**src/rtl/sbsh_pkg.sv**
```systemverilog
// ----------------------------------------------------------------------------
// sbsh_pkg
// Shared types, constants and round functions of the SHA-256 byte stream
// hasher: initial chaining values, round constants, controller commands.
// ----------------------------------------------------------------------------
`default_nettype none

package sbsh_pkg;

	localparam int unsigned WORD_W   = 32;
	localparam int unsigned FILL_W   = 6;
	localparam int unsigned COUNT_W  = 61;
	localparam int unsigned ROUND_W  = 6;
	localparam int unsigned IDX_W    = 3;
	localparam int unsigned BLK_WORDS = 16;
	localparam int unsigned HASH_WORDS = 8;

	localparam logic [7:0] PAD_MARK = 8'h80;
	localparam logic [FILL_W-1:0] LEN_POS = 6'd56;
	localparam logic [FILL_W-1:0] FILL_LAST = 6'd63;
	localparam logic [ROUND_W-1:0] ROUND_LAST = 6'd63;
	localparam logic [IDX_W-1:0] IDX_LAST = 3'd7;

	typedef logic [1:0] byte_sel_t;
	localparam byte_sel_t BSEL_IN   = 2'd0;
	localparam byte_sel_t BSEL_MARK = 2'd1;
	localparam byte_sel_t BSEL_ZERO = 2'd2;
	localparam byte_sel_t BSEL_LEN  = 2'd3;

	localparam logic [WORD_W-1:0] SBSH_IV [HASH_WORDS] = '{
		32'h6a09e667, 32'hbb67ae85, 32'h3c6ef372, 32'ha54ff53a,
		32'h510e527f, 32'h9b05688c, 32'h1f83d9ab, 32'h5be0cd19
	};

	localparam logic [WORD_W-1:0] SBSH_K [64] = '{
		32'h428a2f98, 32'h71374491, 32'hb5c0fbcf, 32'he9b5dba5,
		32'h3956c25b, 32'h59f111f1, 32'h923f82a4, 32'hab1c5ed5,
		32'hd807aa98, 32'h12835b01, 32'h243185be, 32'h550c7dc3,
		32'h72be5d74, 32'h80deb1fe, 32'h9bdc06a7, 32'hc19bf174,
		32'he49b69c1, 32'hefbe4786, 32'h0fc19dc6, 32'h240ca1cc,
		32'h2de92c6f, 32'h4a7484aa, 32'h5cb0a9dc, 32'h76f988da,
		32'h983e5152, 32'ha831c66d, 32'hb00327c8, 32'hbf597fc7,
		32'hc6e00bf3, 32'hd5a79147, 32'h06ca6351, 32'h14292967,
		32'h27b70a85, 32'h2e1b2138, 32'h4d2c6dfc, 32'h53380d13,
		32'h650a7354, 32'h766a0abb, 32'h81c2c92e, 32'h92722c85,
		32'ha2bfe8a1, 32'ha81a664b, 32'hc24b8b70, 32'hc76c51a3,
		32'hd192e819, 32'hd6990624, 32'hf40e3585, 32'h106aa070,
		32'h19a4c116, 32'h1e376c08, 32'h2748774c, 32'h34b0bcb5,
		32'h391c0cb3, 32'h4ed8aa4a, 32'h5b9cca4f, 32'h682e6ff3,
		32'h748f82ee, 32'h78a5636f, 32'h84c87814, 32'h8cc70208,
		32'h90befffa, 32'ha4506ceb, 32'hbef9a3f7, 32'hc67178f2
	};

	typedef struct packed {
		logic                byte_go;
		byte_sel_t           byte_sel;
		logic                count_inc;
		logic                load_work;
		logic                round_go;
		logic [ROUND_W-1:0]  round_idx;
		logic                chain_add;
		logic                digest_load;
	} sbsh_cmd_t;

	typedef struct packed {
		logic [FILL_W-1:0] fill;
		logic              out_busy;
	} sbsh_sts_t;

	function automatic logic [WORD_W-1:0] sbsh_rotr(input logic [WORD_W-1:0] x,
			input int unsigned n);
		return (x >> n) | (x << (WORD_W - n));
	endfunction

	function automatic logic [WORD_W-1:0] sbsh_big0(input logic [WORD_W-1:0] x);
		return sbsh_rotr(x, 2) ^ sbsh_rotr(x, 13) ^ sbsh_rotr(x, 22);
	endfunction

	function automatic logic [WORD_W-1:0] sbsh_big1(input logic [WORD_W-1:0] x);
		return sbsh_rotr(x, 6) ^ sbsh_rotr(x, 11) ^ sbsh_rotr(x, 25);
	endfunction

	function automatic logic [WORD_W-1:0] sbsh_sm0(input logic [WORD_W-1:0] x);
		return sbsh_rotr(x, 7) ^ sbsh_rotr(x, 18) ^ (x >> 3);
	endfunction

	function automatic logic [WORD_W-1:0] sbsh_sm1(input logic [WORD_W-1:0] x);
		return sbsh_rotr(x, 17) ^ sbsh_rotr(x, 19) ^ (x >> 10);
	endfunction

endpackage

`default_nettype wire

```
**src/rtl/sbsh_if.sv**
```systemverilog
// ----------------------------------------------------------------------------
// sbsh_if
// Valid/ready channels of the SHA-256 byte stream hasher: the message byte
// channel and the digest word channel.
// ----------------------------------------------------------------------------
`default_nettype none

interface sbsh_in_if;
	logic       valid;
	logic       ready;
	logic [7:0] data_byte;
	logic       byte_valid;
	logic       message_end;

	modport source (output valid, data_byte, byte_valid, message_end, input ready);
	modport sink (input valid, data_byte, byte_valid, message_end, output ready);
endinterface

interface sbsh_out_if;
	logic        valid;
	logic        ready;
	logic [31:0] digest_word;
	logic [2:0]  word_index;
	logic        last_word;

	modport source (output valid, digest_word, word_index, last_word, input ready);
	modport sink (input valid, digest_word, word_index, last_word, output ready);
endinterface

`default_nettype wire

```
**src/rtl/sbsh_ctrl.sv**
```systemverilog
// ----------------------------------------------------------------------------
// sbsh_ctrl
// Controller of the SHA-256 byte stream hasher: takes input bytes, sequences
// the 64 compression rounds, generates the padding bytes and hands the
// finished digest to the output register.
// ----------------------------------------------------------------------------
`default_nettype none

module sbsh_ctrl
	import sbsh_pkg::*;
(
	input  wire logic      clk,
	input  wire logic      arst_n,
	input  wire logic      in_valid,
	output logic           in_ready,
	input  wire logic      byte_valid,
	input  wire logic      message_end,
	input  wire sbsh_sts_t sts,
	output sbsh_cmd_t      cmd
);

	localparam logic [2:0] ST_IDLE  = 3'd0;
	localparam logic [2:0] ST_START = 3'd1;
	localparam logic [2:0] ST_ROUND = 3'd2;
	localparam logic [2:0] ST_PAD   = 3'd3;
	localparam logic [2:0] ST_DONE  = 3'd4;

	logic [2:0]         state_q, state_d;
	logic [ROUND_W-1:0] rnd_q, rnd_d;
	logic               end_q, end_d;
	logic               mark_q, mark_d;
	logic               lenok_q, lenok_d;
	logic               fin_q, fin_d;
	logic               block_full;

	assign block_full = (sts.fill == FILL_LAST);

	always_comb begin
		state_d  = state_q;
		rnd_d    = rnd_q;
		end_d    = end_q;
		mark_d   = mark_q;
		lenok_d  = lenok_q;
		fin_d    = fin_q;
		in_ready = 1'b0;
		cmd      = '0;
		cmd.byte_sel  = BSEL_IN;
		cmd.round_idx = rnd_q;
		case (state_q)
			ST_IDLE: begin
				in_ready = 1'b1;
				if (in_valid) begin
					if (byte_valid) begin
						cmd.byte_go   = 1'b1;
						cmd.count_inc = 1'b1;
					end
					if (byte_valid && block_full) begin
						end_d   = message_end;
						state_d = ST_START;
					end else if (message_end) begin
						end_d   = 1'b1;
						state_d = ST_PAD;
					end
				end
			end
			ST_START: begin
				cmd.load_work = 1'b1;
				rnd_d   = '0;
				state_d = ST_ROUND;
			end
			ST_ROUND: begin
				cmd.round_go = 1'b1;
				rnd_d = rnd_q + 1'b1;
				if (rnd_q == ROUND_LAST) begin
					cmd.chain_add = 1'b1;
					lenok_d = mark_q;
					if (fin_q) begin
						state_d = ST_DONE;
					end else if (end_q) begin
						state_d = ST_PAD;
					end else begin
						state_d = ST_IDLE;
					end
				end
			end
			ST_PAD: begin
				cmd.byte_go = 1'b1;
				if (!mark_q) begin
					cmd.byte_sel = BSEL_MARK;
					mark_d  = 1'b1;
					lenok_d = (sts.fill < LEN_POS);
				end else if (lenok_q && sts.fill >= LEN_POS) begin
					cmd.byte_sel = BSEL_LEN;
				end else begin
					cmd.byte_sel = BSEL_ZERO;
				end
				if (block_full) begin
					fin_d   = mark_q && lenok_q;
					state_d = ST_START;
				end
			end
			ST_DONE: begin
				if (!sts.out_busy) begin
					cmd.digest_load = 1'b1;
					end_d   = 1'b0;
					mark_d  = 1'b0;
					lenok_d = 1'b0;
					fin_d   = 1'b0;
					state_d = ST_IDLE;
				end
			end
			default: begin
				state_d = ST_IDLE;
			end
		endcase
	end

	always_ff @(posedge clk or negedge arst_n) begin
		if (!arst_n) begin
			state_q <= ST_IDLE;
			rnd_q   <= '0;
			end_q   <= 1'b0;
			mark_q  <= 1'b0;
			lenok_q <= 1'b0;
			fin_q   <= 1'b0;
		end else begin
			state_q <= state_d;
			rnd_q   <= rnd_d;
			end_q   <= end_d;
			mark_q  <= mark_d;
			lenok_q <= lenok_d;
			fin_q   <= fin_d;
		end
	end

endmodule

`default_nettype wire

```
**src/rtl/sbsh_dp.sv**
```systemverilog
// ----------------------------------------------------------------------------
// sbsh_dp
// Datapath of the SHA-256 byte stream hasher: block shift register that
// doubles as the message schedule window, round logic, chaining values,
// byte counter and the digest output register.
// ----------------------------------------------------------------------------
`default_nettype none

module sbsh_dp
	import sbsh_pkg::*;
(
	input  wire logic        clk,
	input  wire logic        arst_n,
	input  wire sbsh_cmd_t   cmd,
	input  wire logic [7:0]  in_byte,
	output sbsh_sts_t        sts,
	output logic             out_valid,
	input  wire logic        out_ready,
	output logic [WORD_W-1:0] digest_word,
	output logic [IDX_W-1:0] word_index,
	output logic             last_word
);

	logic [WORD_W-1:0]  blk_q   [BLK_WORDS];
	logic [WORD_W-1:0]  work_q  [HASH_WORDS];
	logic [WORD_W-1:0]  chain_q [HASH_WORDS];
	logic [WORD_W-1:0]  dig_q   [HASH_WORDS];
	logic [FILL_W-1:0]  fill_q;
	logic [COUNT_W-1:0] count_q;
	logic               ovld_q;
	logic [IDX_W-1:0]   oidx_q;

	logic [WORD_W-1:0]  work_nx [HASH_WORDS];
	logic [WORD_W-1:0]  t1, t2, ch, mj, w_new;
	logic [63:0]        len_bits;
	logic [5:0]         len_sh;
	logic [7:0]         len_byte, byte_d;
	logic               out_take;

	assign len_bits = {count_q, 3'b000};
	assign len_sh   = {~fill_q[2:0], 3'b000};
	assign len_byte = 8'(len_bits >> len_sh);

	always_comb begin
		case (cmd.byte_sel)
			BSEL_IN:   byte_d = in_byte;
			BSEL_MARK: byte_d = PAD_MARK;
			BSEL_ZERO: byte_d = 8'h00;
			BSEL_LEN:  byte_d = len_byte;
			default:   byte_d = 8'h00;
		endcase
	end

	// one round and one schedule word
	assign ch = (work_q[4] & work_q[5]) ^ (~work_q[4] & work_q[6]);
	assign mj = (work_q[0] & work_q[1]) ^ (work_q[0] & work_q[2]) ^ (work_q[1] & work_q[2]);
	assign t1 = work_q[7] + sbsh_big1(work_q[4]) + ch + SBSH_K[cmd.round_idx] + blk_q[0];
	assign t2 = sbsh_big0(work_q[0]) + mj;
	assign w_new = sbsh_sm1(blk_q[14]) + blk_q[9] + sbsh_sm0(blk_q[1]) + blk_q[0];

	always_comb begin
		work_nx[0] = t1 + t2;
		work_nx[1] = work_q[0];
		work_nx[2] = work_q[1];
		work_nx[3] = work_q[2];
		work_nx[4] = work_q[3] + t1;
		work_nx[5] = work_q[4];
		work_nx[6] = work_q[5];
		work_nx[7] = work_q[6];
	end

	assign out_take = ovld_q && out_ready;

	always_ff @(posedge clk) begin
		if (cmd.byte_go) begin
			for (int i = 0; i < BLK_WORDS - 1; i++) begin
				blk_q[i] <= {blk_q[i][23:0], blk_q[i+1][31:24]};
			end
			blk_q[BLK_WORDS-1] <= {blk_q[BLK_WORDS-1][23:0], byte_d};
		end else if (cmd.round_go) begin
			for (int i = 0; i < BLK_WORDS - 1; i++) begin
				blk_q[i] <= blk_q[i+1];
			end
			blk_q[BLK_WORDS-1] <= w_new;
		end
		if (cmd.load_work) begin
			work_q <= chain_q;
		end else if (cmd.round_go) begin
			work_q <= work_nx;
		end
		if (cmd.digest_load) begin
			dig_q <= chain_q;
		end else if (out_take) begin
			for (int i = 0; i < HASH_WORDS - 1; i++) begin
				dig_q[i] <= dig_q[i+1];
			end
			dig_q[HASH_WORDS-1] <= dig_q[HASH_WORDS-1];
		end
	end

	always_ff @(posedge clk or negedge arst_n) begin
		if (!arst_n) begin
			chain_q <= SBSH_IV;
			fill_q  <= '0;
			count_q <= '0;
			ovld_q  <= 1'b0;
			oidx_q  <= '0;
		end else begin
			if (cmd.digest_load) begin
				chain_q <= SBSH_IV;
				fill_q  <= '0;
				count_q <= '0;
				ovld_q  <= 1'b1;
				oidx_q  <= '0;
			end else begin
				if (cmd.chain_add) begin
					for (int i = 0; i < HASH_WORDS; i++) begin
						chain_q[i] <= chain_q[i] + work_nx[i];
					end
				end
				if (cmd.byte_go) begin
					fill_q <= fill_q + 1'b1;
				end
				if (cmd.count_inc) begin
					count_q <= count_q + 1'b1;
				end
				if (out_take) begin
					oidx_q <= oidx_q + 1'b1;
					if (oidx_q == IDX_LAST) begin
						ovld_q <= 1'b0;
					end
				end
			end
		end
	end

	assign sts.fill     = fill_q;
	assign sts.out_busy = ovld_q;
	assign out_valid    = ovld_q;
	assign digest_word  = dig_q[0];
	assign word_index   = oidx_q;
	assign last_word    = (oidx_q == IDX_LAST);

endmodule

`default_nettype wire

```
**src/rtl/sha256_byte_stream_hasher.sv**
```systemverilog
// ----------------------------------------------------------------------------
// sha256_byte_stream_hasher
// SHA-256 over a byte stream, digest returned as eight 32-bit words.
//
// msg carries one byte per handshake: data_byte with byte_valid, and
// message_end to close the message. digest returns the eight digest words,
// word_index 0 first, last_word set on the eighth.
// The 64th byte of a block starts the compression: a load step and 64
// rounds, one per cycle on a single round unit, with msg.ready low
// throughout, so no byte is taken while a block is compressed. On
// message_end the controller feeds the 0x80 mark, zero bytes and the
// eight length bytes one per cycle, then compresses.
// The digest sits in its own output register, so the next message is taken
// while it drains; a second digest waits until the first has gone out.
// A stall on digest holds the current word; a message finished meanwhile
// waits in the controller with msg.ready low.
// After reset the chaining values are the standard initial values and the
// byte and fill counters are zero; the block is ready at once.
// ----------------------------------------------------------------------------
`default_nettype none

module sha256_byte_stream_hasher
	import sbsh_pkg::*;
(
	input  wire logic clk,
	input  wire logic arst_n,
	sbsh_in_if.sink   msg,
	sbsh_out_if.source digest
);

	sbsh_cmd_t cmd;
	sbsh_sts_t sts;

	sbsh_ctrl u_ctrl (
		.clk         (clk),
		.arst_n      (arst_n),
		.in_valid    (msg.valid),
		.in_ready    (msg.ready),
		.byte_valid  (msg.byte_valid),
		.message_end (msg.message_end),
		.sts         (sts),
		.cmd         (cmd)
	);

	sbsh_dp u_dp (
		.clk         (clk),
		.arst_n      (arst_n),
		.cmd         (cmd),
		.in_byte     (msg.data_byte),
		.sts         (sts),
		.out_valid   (digest.valid),
		.out_ready   (digest.ready),
		.digest_word (digest.digest_word),
		.word_index  (digest.word_index),
		.last_word   (digest.last_word)
	);

	a_full_block_stalls: assert property (@(posedge clk) disable iff (!arst_n)
		msg.valid && msg.ready && msg.byte_valid && sts.fill == FILL_LAST |=> !msg.ready)
		else $error("input still taken after the block filled");

	a_compress_on_empty: assert property (@(posedge clk) disable iff (!arst_n)
		cmd.load_work |-> sts.fill == '0)
		else $error("compression started on a partial block");

	a_digest_waits: assert property (@(posedge clk) disable iff (!arst_n)
		cmd.digest_load |-> !digest.valid)
		else $error("digest loaded over an undelivered digest");

	a_digest_starts: assert property (@(posedge clk) disable iff (!arst_n)
		cmd.digest_load |=> digest.valid && digest.word_index == '0)
		else $error("digest output did not start at word 0");

endmodule

`default_nettype wire
```
**src/flat_wrapper.sv**
```systemverilog
// flat-port wrapper written by rule: the top's interface ports become plain ports
module sha256_byte_stream_hasher_flat import sbsh_pkg::*;
  (clk, arst_n, msg_valid, msg_data_byte, msg_byte_valid, msg_message_end, msg_ready, digest_valid, digest_digest_word, digest_word_index, digest_last_word, digest_ready);
  sbsh_in_if msg_i ();
  sbsh_out_if digest_i ();
  input  wire logic clk;
  input  wire logic arst_n;
  input wire logic [$bits(msg_i.valid)-1:0] msg_valid;
  input wire logic [$bits(msg_i.data_byte)-1:0] msg_data_byte;
  input wire logic [$bits(msg_i.byte_valid)-1:0] msg_byte_valid;
  input wire logic [$bits(msg_i.message_end)-1:0] msg_message_end;
  output wire logic [$bits(msg_i.ready)-1:0] msg_ready;
  output wire logic [$bits(digest_i.valid)-1:0] digest_valid;
  output wire logic [$bits(digest_i.digest_word)-1:0] digest_digest_word;
  output wire logic [$bits(digest_i.word_index)-1:0] digest_word_index;
  output wire logic [$bits(digest_i.last_word)-1:0] digest_last_word;
  input wire logic [$bits(digest_i.ready)-1:0] digest_ready;
  assign msg_i.valid = msg_valid;
  assign msg_i.data_byte = msg_data_byte;
  assign msg_i.byte_valid = msg_byte_valid;
  assign msg_i.message_end = msg_message_end;
  assign msg_ready = msg_i.ready;
  assign digest_valid = digest_i.valid;
  assign digest_digest_word = digest_i.digest_word;
  assign digest_word_index = digest_i.word_index;
  assign digest_last_word = digest_i.last_word;
  assign digest_i.ready = digest_ready;
  sha256_byte_stream_hasher u_core (.clk(clk), .arst_n(arst_n), .msg(msg_i), .digest(digest_i));
endmodule
```
**config.mk**
```make
export PLATFORM = sky130hd
export DESIGN_NAME = sha256_byte_stream_hasher_flat
export DESIGN_NICKNAME = d
export VERILOG_FILES = /design/src/rtl/sbsh_pkg.sv /design/src/rtl/sbsh_if.sv /design/src/rtl/sbsh_ctrl.sv /design/src/rtl/sbsh_dp.sv /design/src/rtl/sha256_byte_stream_hasher.sv /design/src/flat_wrapper.sv
export SDC_FILE = /design/constraint.sdc
export NUM_CORES = 2
export LEC_CHECK = 0
export ABC_AREA = 1
export BUFFER_PORTS_ARGS = -buffer_cell sky130_fd_sc_hd__buf_2
export CORE_MARGIN = 4
export CORE_UTILIZATION = 30
export DETAILED_ROUTE_END_ITERATION = 6
export PLACE_DENSITY_LB_ADDON = 0.12
export SYNTH_ARGS = -nofsm -noshare
export SYNTH_HDL_FRONTEND = slang
export SYNTH_HIERARCHICAL = 1
export SYNTH_SLANG_ARGS = --single-unit
```
**constraint.sdc**
```tcl
create_clock -name clk -period 14.25 [get_ports clk]
set_input_delay 0 -clock clk [delete_from_list [all_inputs] [get_ports clk]]
set_output_delay 0 -clock clk [all_outputs]
set_load 0.02 [all_outputs]
```
# After elaboration in Yosys (flattened, before gate mapping)
# Memory sizes are Yosys's and may differ from the RTL's.
# Index checks and enable logic that the tools add are counted.
# W data, S select, Z words.
[totals]
wordCells = 219
rom_bits = 2048
ff_bits = 852
input_bits = 14
output_inout_bits = 38
mem_bits_rw = 512
memories = 2
[op_classes]
eq_ne = 16
magnitude_cmp = 3
n_bitwise = 45
n_addsub = 22
n_mux = 74
n_reduce_logical = 22
shifts = 1
[mem_list]
columns = ["memory", "depth", "width", "rd", "rd_ports_with_merged_regs", "wr", "line", "text"]
rows = [
  ["(name not given)", 64, 32, 1, 0, 0, "sbsh_dp.sv:57", "assign t1 = work_q[7] + sbsh_big1(work_q[4]) + ch + SBSH_K[cmd.round_idx] + blk_q[0];"],
  ["u_core.u_dp.blk_q", 16, 32, 16, 0, 16, "sbsh_dp.sv:24", "logic [WORD_W-1:0] blk_q [BLK_WORDS];"],
]
[op_table]
columns = ["cell", "count"]
rows = [
  ["$mux W256", 6],
  ["$add A32 B32 Y32", 18],
  ["$mux W32", 18],
  ["$xor A32 B32 Y32", 9],
  ["$and A32 B32 Y32", 5],
  ["$mux W61", 2],
  ["$shr A64 B6 Y8", 1],
  ["$add A61 B1 Y61 const B", 1],
  ["$not A32 Y32", 1],
  ["$or A10 B32 Y32", 1],
  ["$or A13 B32 Y32", 1],
  ["$or A14 B32 Y32", 1],
  ["$or A15 B32 Y32", 1],
  ["$or A19 B32 Y32", 1],
  ["$or A21 B32 Y32", 1],
  ["$or A25 B32 Y32", 1],
  ["$or A26 B32 Y32", 1],
  ["$or A30 B32 Y32", 1],
  ["$or A7 B32 Y32", 1],
  ["$pmux W8 S4", 1],
  ["$xor A32 B22 Y32", 1],
  ["$xor A32 B29 Y32", 1],
  ["$mux W3", 9],
  ["$mux W1", 26],
  ["other kinds (31)", 74],
]

# Depth between registers and ports, before layout
[logic_depth]
ltp_word = 11
ltp_mapped = 55
depth_no_buf = 54

# Cells and area by module
# The synthesis kept the hierarchy.
[by_module_without_submodules]
columns = ["module", "cells_per_inst", "area_each_um2", "instances", "seq_area_each_um2"]
rows = [
  ["sbsh_dp", 10105, 86803.3, 1, 39102.5],
  ["sbsh_ctrl", 120, 860.8, 1, 325.3],
]

# Worst setup path after synthesis
# No wires, ideal clock.
[synth_timing]
kind = "reg2reg"
start = "register u_core.u_ctrl.state_q[1]"
end = "memory u_core.u_dp.blk_q[0][0] (enable)"
t_arrival_ps = 9884
setup_ps = 3635
stages_incl_launch_ff = 8
t_required_ps = 10615
synth_period_minus_slack_ps = 13519
path_buffers = 2
setup_slack_ps = 731
cell_sequence = "dfrtp_1 > nor2_2 > nand2_1 > o21ai_0 > inv_2 > clkbuf_1 > clkbuf_1 > nand2_1"
[synth_rtl]
columns = ["item", "line", "text"]
rows = [
  ["start: declaration", "sbsh_ctrl.sv:28", "logic [2:0] state_q, state_d;"],
  ["start signal: assignment", "sbsh_ctrl.sv:127", "state_q <= state_d;"],
  ["end: declaration", "sbsh_dp.sv:24", ""],
]

# Worst setup path in the final report
[layout_timing]
start = "register u_core.u_ctrl.rnd_q[0]"
end = "register u_core/u_dp/chain_q[248] (netlist bit)"
[layout_via]
elab_chain_len = 10
elab_cells_between_ends = 14
classes_between = "4 x add/sub; 1 x eq/ne; 6 x mux; 1 x bitwise; 1 x reduce/logical; 1 x memory"
[layout_lines]
columns = ["item", "line", "text"]
rows = [
  ["start: declaration", "sbsh_ctrl.sv:29", "logic [ROUND_W-1:0] rnd_q, rnd_d;"],
  ["start signal: assignment", "sbsh_ctrl.sv:128", "rnd_q <= rnd_d;"],
  ["$not A6 Y7 (not written as such)", "sbsh_dp.sv:57", ""],
  ["$mem_v2 Z64 W32", "--", ""],
  ["$mux W32 (not written as such) (2 in a row)", "sbsh_dp.sv:57", ""],
  ["$add A32 B32 Y32 (2 in a row)", "sbsh_dp.sv:57", ""],
  ["$add A32 B32 Y32", "sbsh_dp.sv:62", "work_nx[0] = t1 + t2;"],
  ["$add A32 B32 Y32", "sbsh_dp.sv:118", "chain_q[i] <= chain_q[i] + work_nx[i];"],
  ["$mux W256", "sbsh_dp.sv:116", "if (cmd.chain_add) begin"],
  ["$mux W256", "sbsh_dp.sv:109", "if (cmd.digest_load) begin"],
  ["end signal: indexed assignment", "sbsh_dp.sv:118", ""],
  ["end: declaration", "sbsh_dp.sv:26", "logic [WORD_W-1:0] chain_q [HASH_WORDS];"],
]
# Parallel ways exist; a longest one is shown, timed or not. The select of a mux whose other input is x is not followed.
# A chain may end at the register's enable or synchronous reset.

==> summary.txt <==
Logic synthesis
  – Count leader, synth: nand2_1
  – Post-Syn Instances: 10200
  – Post-synth top area cell: edfxtp_1
  – Top_reg_cell synth: edfxtp_1
  – Synth top cells by count: 2452 x nand2_1, 1246 x inv_1, 1125 x o21ai_0, 1024 x edfxtp_1, 881 x a21oi_1
  – Syn. warnings: 6
  – Ys async rst share: 24.9%
  – Mapped Area: 87700 um^2
  – Synth top area cells: edfxtp_1 35%, nand2_1 10%, o21ai_0 6.4%
  – Syn Nets: 10800
  – Post-synth EDFFs: 1024
  – Mapped Avg Cell Area: 8.57 um^2
  – Synth top area share: 35.1%
  – Sequential-to-total area share from yosys stat: 45.0%
  – Yosys reg bits: 1364
  – Library cells used by synthesis: 71

Worst setup path
  – Crit path launch type: register
  – Most common cell on crit path: inv_1
  – Slowest cell delay on critical path: 0.96 ns
  – CP endpoint kind: register
  – Worst setup path category: reg -> reg
  – Crit path DAT: 10.94 ns
  – Critical path required time: 14.96 ns
  – CP max stage cell: o311ai_0
  – Critical Path Fanout Max: 16

Clocking
  – CTS Hold Bufs: 20
  – TritonCTS buffer count: 177
  – CTS tree: done
  – Deepest clock path buffer count: 4
  – Post-cts resize count: 0
  – CTS clk-pin slew, worst paths: 0.06 ns
  – Root Buffer: clkbuf_16
  – Clock sink total: 1364
  – Post-CTS setup buffer count: 0
  – CTS H-tree depth: 4
  – Clk_lat worst skew: 0.90 ns

Drt
  – Post-route ant nets: 0
  – Final wirelength: 355 mm
  – Vias/cell: 5.11
  – Wl on met1: 166 mm
  – Top Metal Used: met4
  – Avg WL per Cell: 25.0 um
  – DR iter-0 viols: 6892
  – Router iterations before antenna repair: 6
  – Vias: 72500
  – Met2 WL: 161 mm
  – DRC violations left: 0
  – Routed wl met3: 16.8 mm

Cells and area
  – # nets final: 10700
  – Layout cell share with drive strength beyond 1: 7.37%
  – Final core utilization: 33.6%
  – Area growth, synth to finish: 11.5%
  – Fillers: 30600

Die
  – Die height: 549 um
  – Row cnt: 198
  – Core area: 291000 um^2
  – Ports: 52
  – Die width: 549 um
  – Starting Density: 30.1%
  – Die ar.: 301000 um^2

Status
  – Outcome: finished clean

GRT
  – Vias in the first global route: 71100
  – GRT Residual Overflow: 0
  – Total GRT Usage: 22.9%
  – Largest net degree at the start of global routing: 189
  – Initial antenna violation count: 7
  – First-pass GRT wire length: 511 mm

Placement
  – Placer Congestion: 0.946
  – # port buffers: 51
  – HPWL Detailed: 266 mm

Timing
  – Upper clock frequency limit: 97.7 MHz
  – Total Neg Setup Slack: 0 ns
  – Final setup vio count: 0
  – Period utilization: 71.8%
  – Slew @ Worst Pin: 1.35 ns
  – RSZ-0062 raised after global routing: false
  – Min Tclk post-route: 10.23 ns
  – Rel. slew slack: 8.88%
  – Final number of hold-violating endpoints: 0
  – Clk_skew: 0.0938 ns
  – Max-slew violation count: 0

Worst hold path
  – Worst Hold Class: in -> reg

Job
  – Number of max-cap violations: 0
[worst max-delay path: cells and delay by family (launching register included)]
| kind | cells | cell delay, ns |
|---|---|---|
| adder cells (fa/ha/maj) | 7 | 2.98 |
| AO/OA/AOI/OAI | 8 | 2.27 |
| AND/OR/NAND/NOR | 12 | 2.01 |
| XOR/XNOR | 3 | 1.14 |
| buffers and inverters | 8 | 0.99 |
| flip-flops | 1 | 0.71 |
[registers in the layout, indices dropped and copies added, names as in the netlist]
name	cells
u_core/u_ctrl/state_q	3
u_core/u_ctrl/lenok_q	1
u_core/u_dp/blk_q	512
u_core/u_dp/word_index	3
u_core/u_ctrl/mark_q	1
u_core/u_ctrl/rnd_q	6
u_core/u_dp/digest_word	32
u_core/u_dp/work_q	64
u_core/u_dp/count_q	61
u_core/u_dp/chain_q	256
u_core/u_dp/work_nx	192
u_core/u_dp/fill_q	6
u_core/u_ctrl/end_q	1
u_core/u_ctrl/fin_q	1
u_core/u_dp/out_valid	1
u_core/u_dp/dig_q	224
[path summary, 6_finish.rpt]
check,startpoint,to,slack (ns),cells past startpoint
max,u_core/u_ctrl/rnd_q[0],u_core/u_dp/chain_q[248],4.02,38
min,digest_ready,u_core/u_dp/word_index[2],0.1,5
max reg2reg,u_core/u_ctrl/rnd_q[0],u_core/u_dp/chain_q[248],4.02,38
min reg2reg,u_core/u_dp/dig_q[202],u_core/u_dp/digest_word[10],0.48,2
max in group asynchronous,arst_n,u_core/u_dp/count_q[48],11.47,6
min in group asynchronous,arst_n,u_core/u_dp/chain_q[116],0.55,4
[cell type report]
cell class / count / area, um^2 / share of cell area (%)
antenna: 7 / 17.5 / 0.0179
clock buffer: 233 / 4840 / 4.95
clock inverter: 94 / 781 / 0.799
inverter: 1269 / 4790 / 4.90
multi-input combinational: 7170 / 41800 / 42.8
sequential: 1364 / 39400 / 40.3
tap: 3900 / 4880 / 4.99
timing repair buffer: 157 / 1200 / 1.22
[layer usage]
layer / GRT usage, % / vias to the layer above
li1: - / 34100
met1: 32.7 / 36000
met2: 36.9 / 2043
met3: 2.29 / 390
met4: 6.44 / 0
met5: 0 / -
[logic make-up (layout without fill, tap and decap cells)]
family / after synthesis / count (layout) / synth area share, %
buf+inv: 1691 / 1753 / 7.40
other cells: 0 / 7 / 0
fa+ha+maj: 589 / 589 / 10.1
mux: 143 / 143 / 1.84
simple gates: 3583 / 3583 / 16.6
xor+xnor: 428 / 428 / 4.28
compound gates: 2427 / 2427 / 14.9
flops: 1364 / 1364 / 45.0
[placed cells by master, fill, tap and decap left out, types with 195 or more instances in the layout]
master    count
nand2_1    2448
inv_1      1244
o21ai_0    1124
edfxtp_1   1024
a21oi_1     881
nor2_1      560
ha_1        394
nand3_1     279
xor2_1      243
dfrtp_1     203
fa_1        195
[per-stage QoR]
stage	hold WS (ns)	setup slack [ns]	instances	area, um^2
finish	0.0996	4.02	14200	97800
global route	0.0818	3.08	14200	97700
CTS	0.0163	4.07	14200	97700
detailed placement	0.0395	4.08	13800	91900
global placement	0.0406	4.04	13800	91900
floorplan	-0.296	0.731	10200	87700
Power is left out: the tool's default activity adds up to more than one toggle a clock period on the data nets, which glitch-free logic cannot reach.
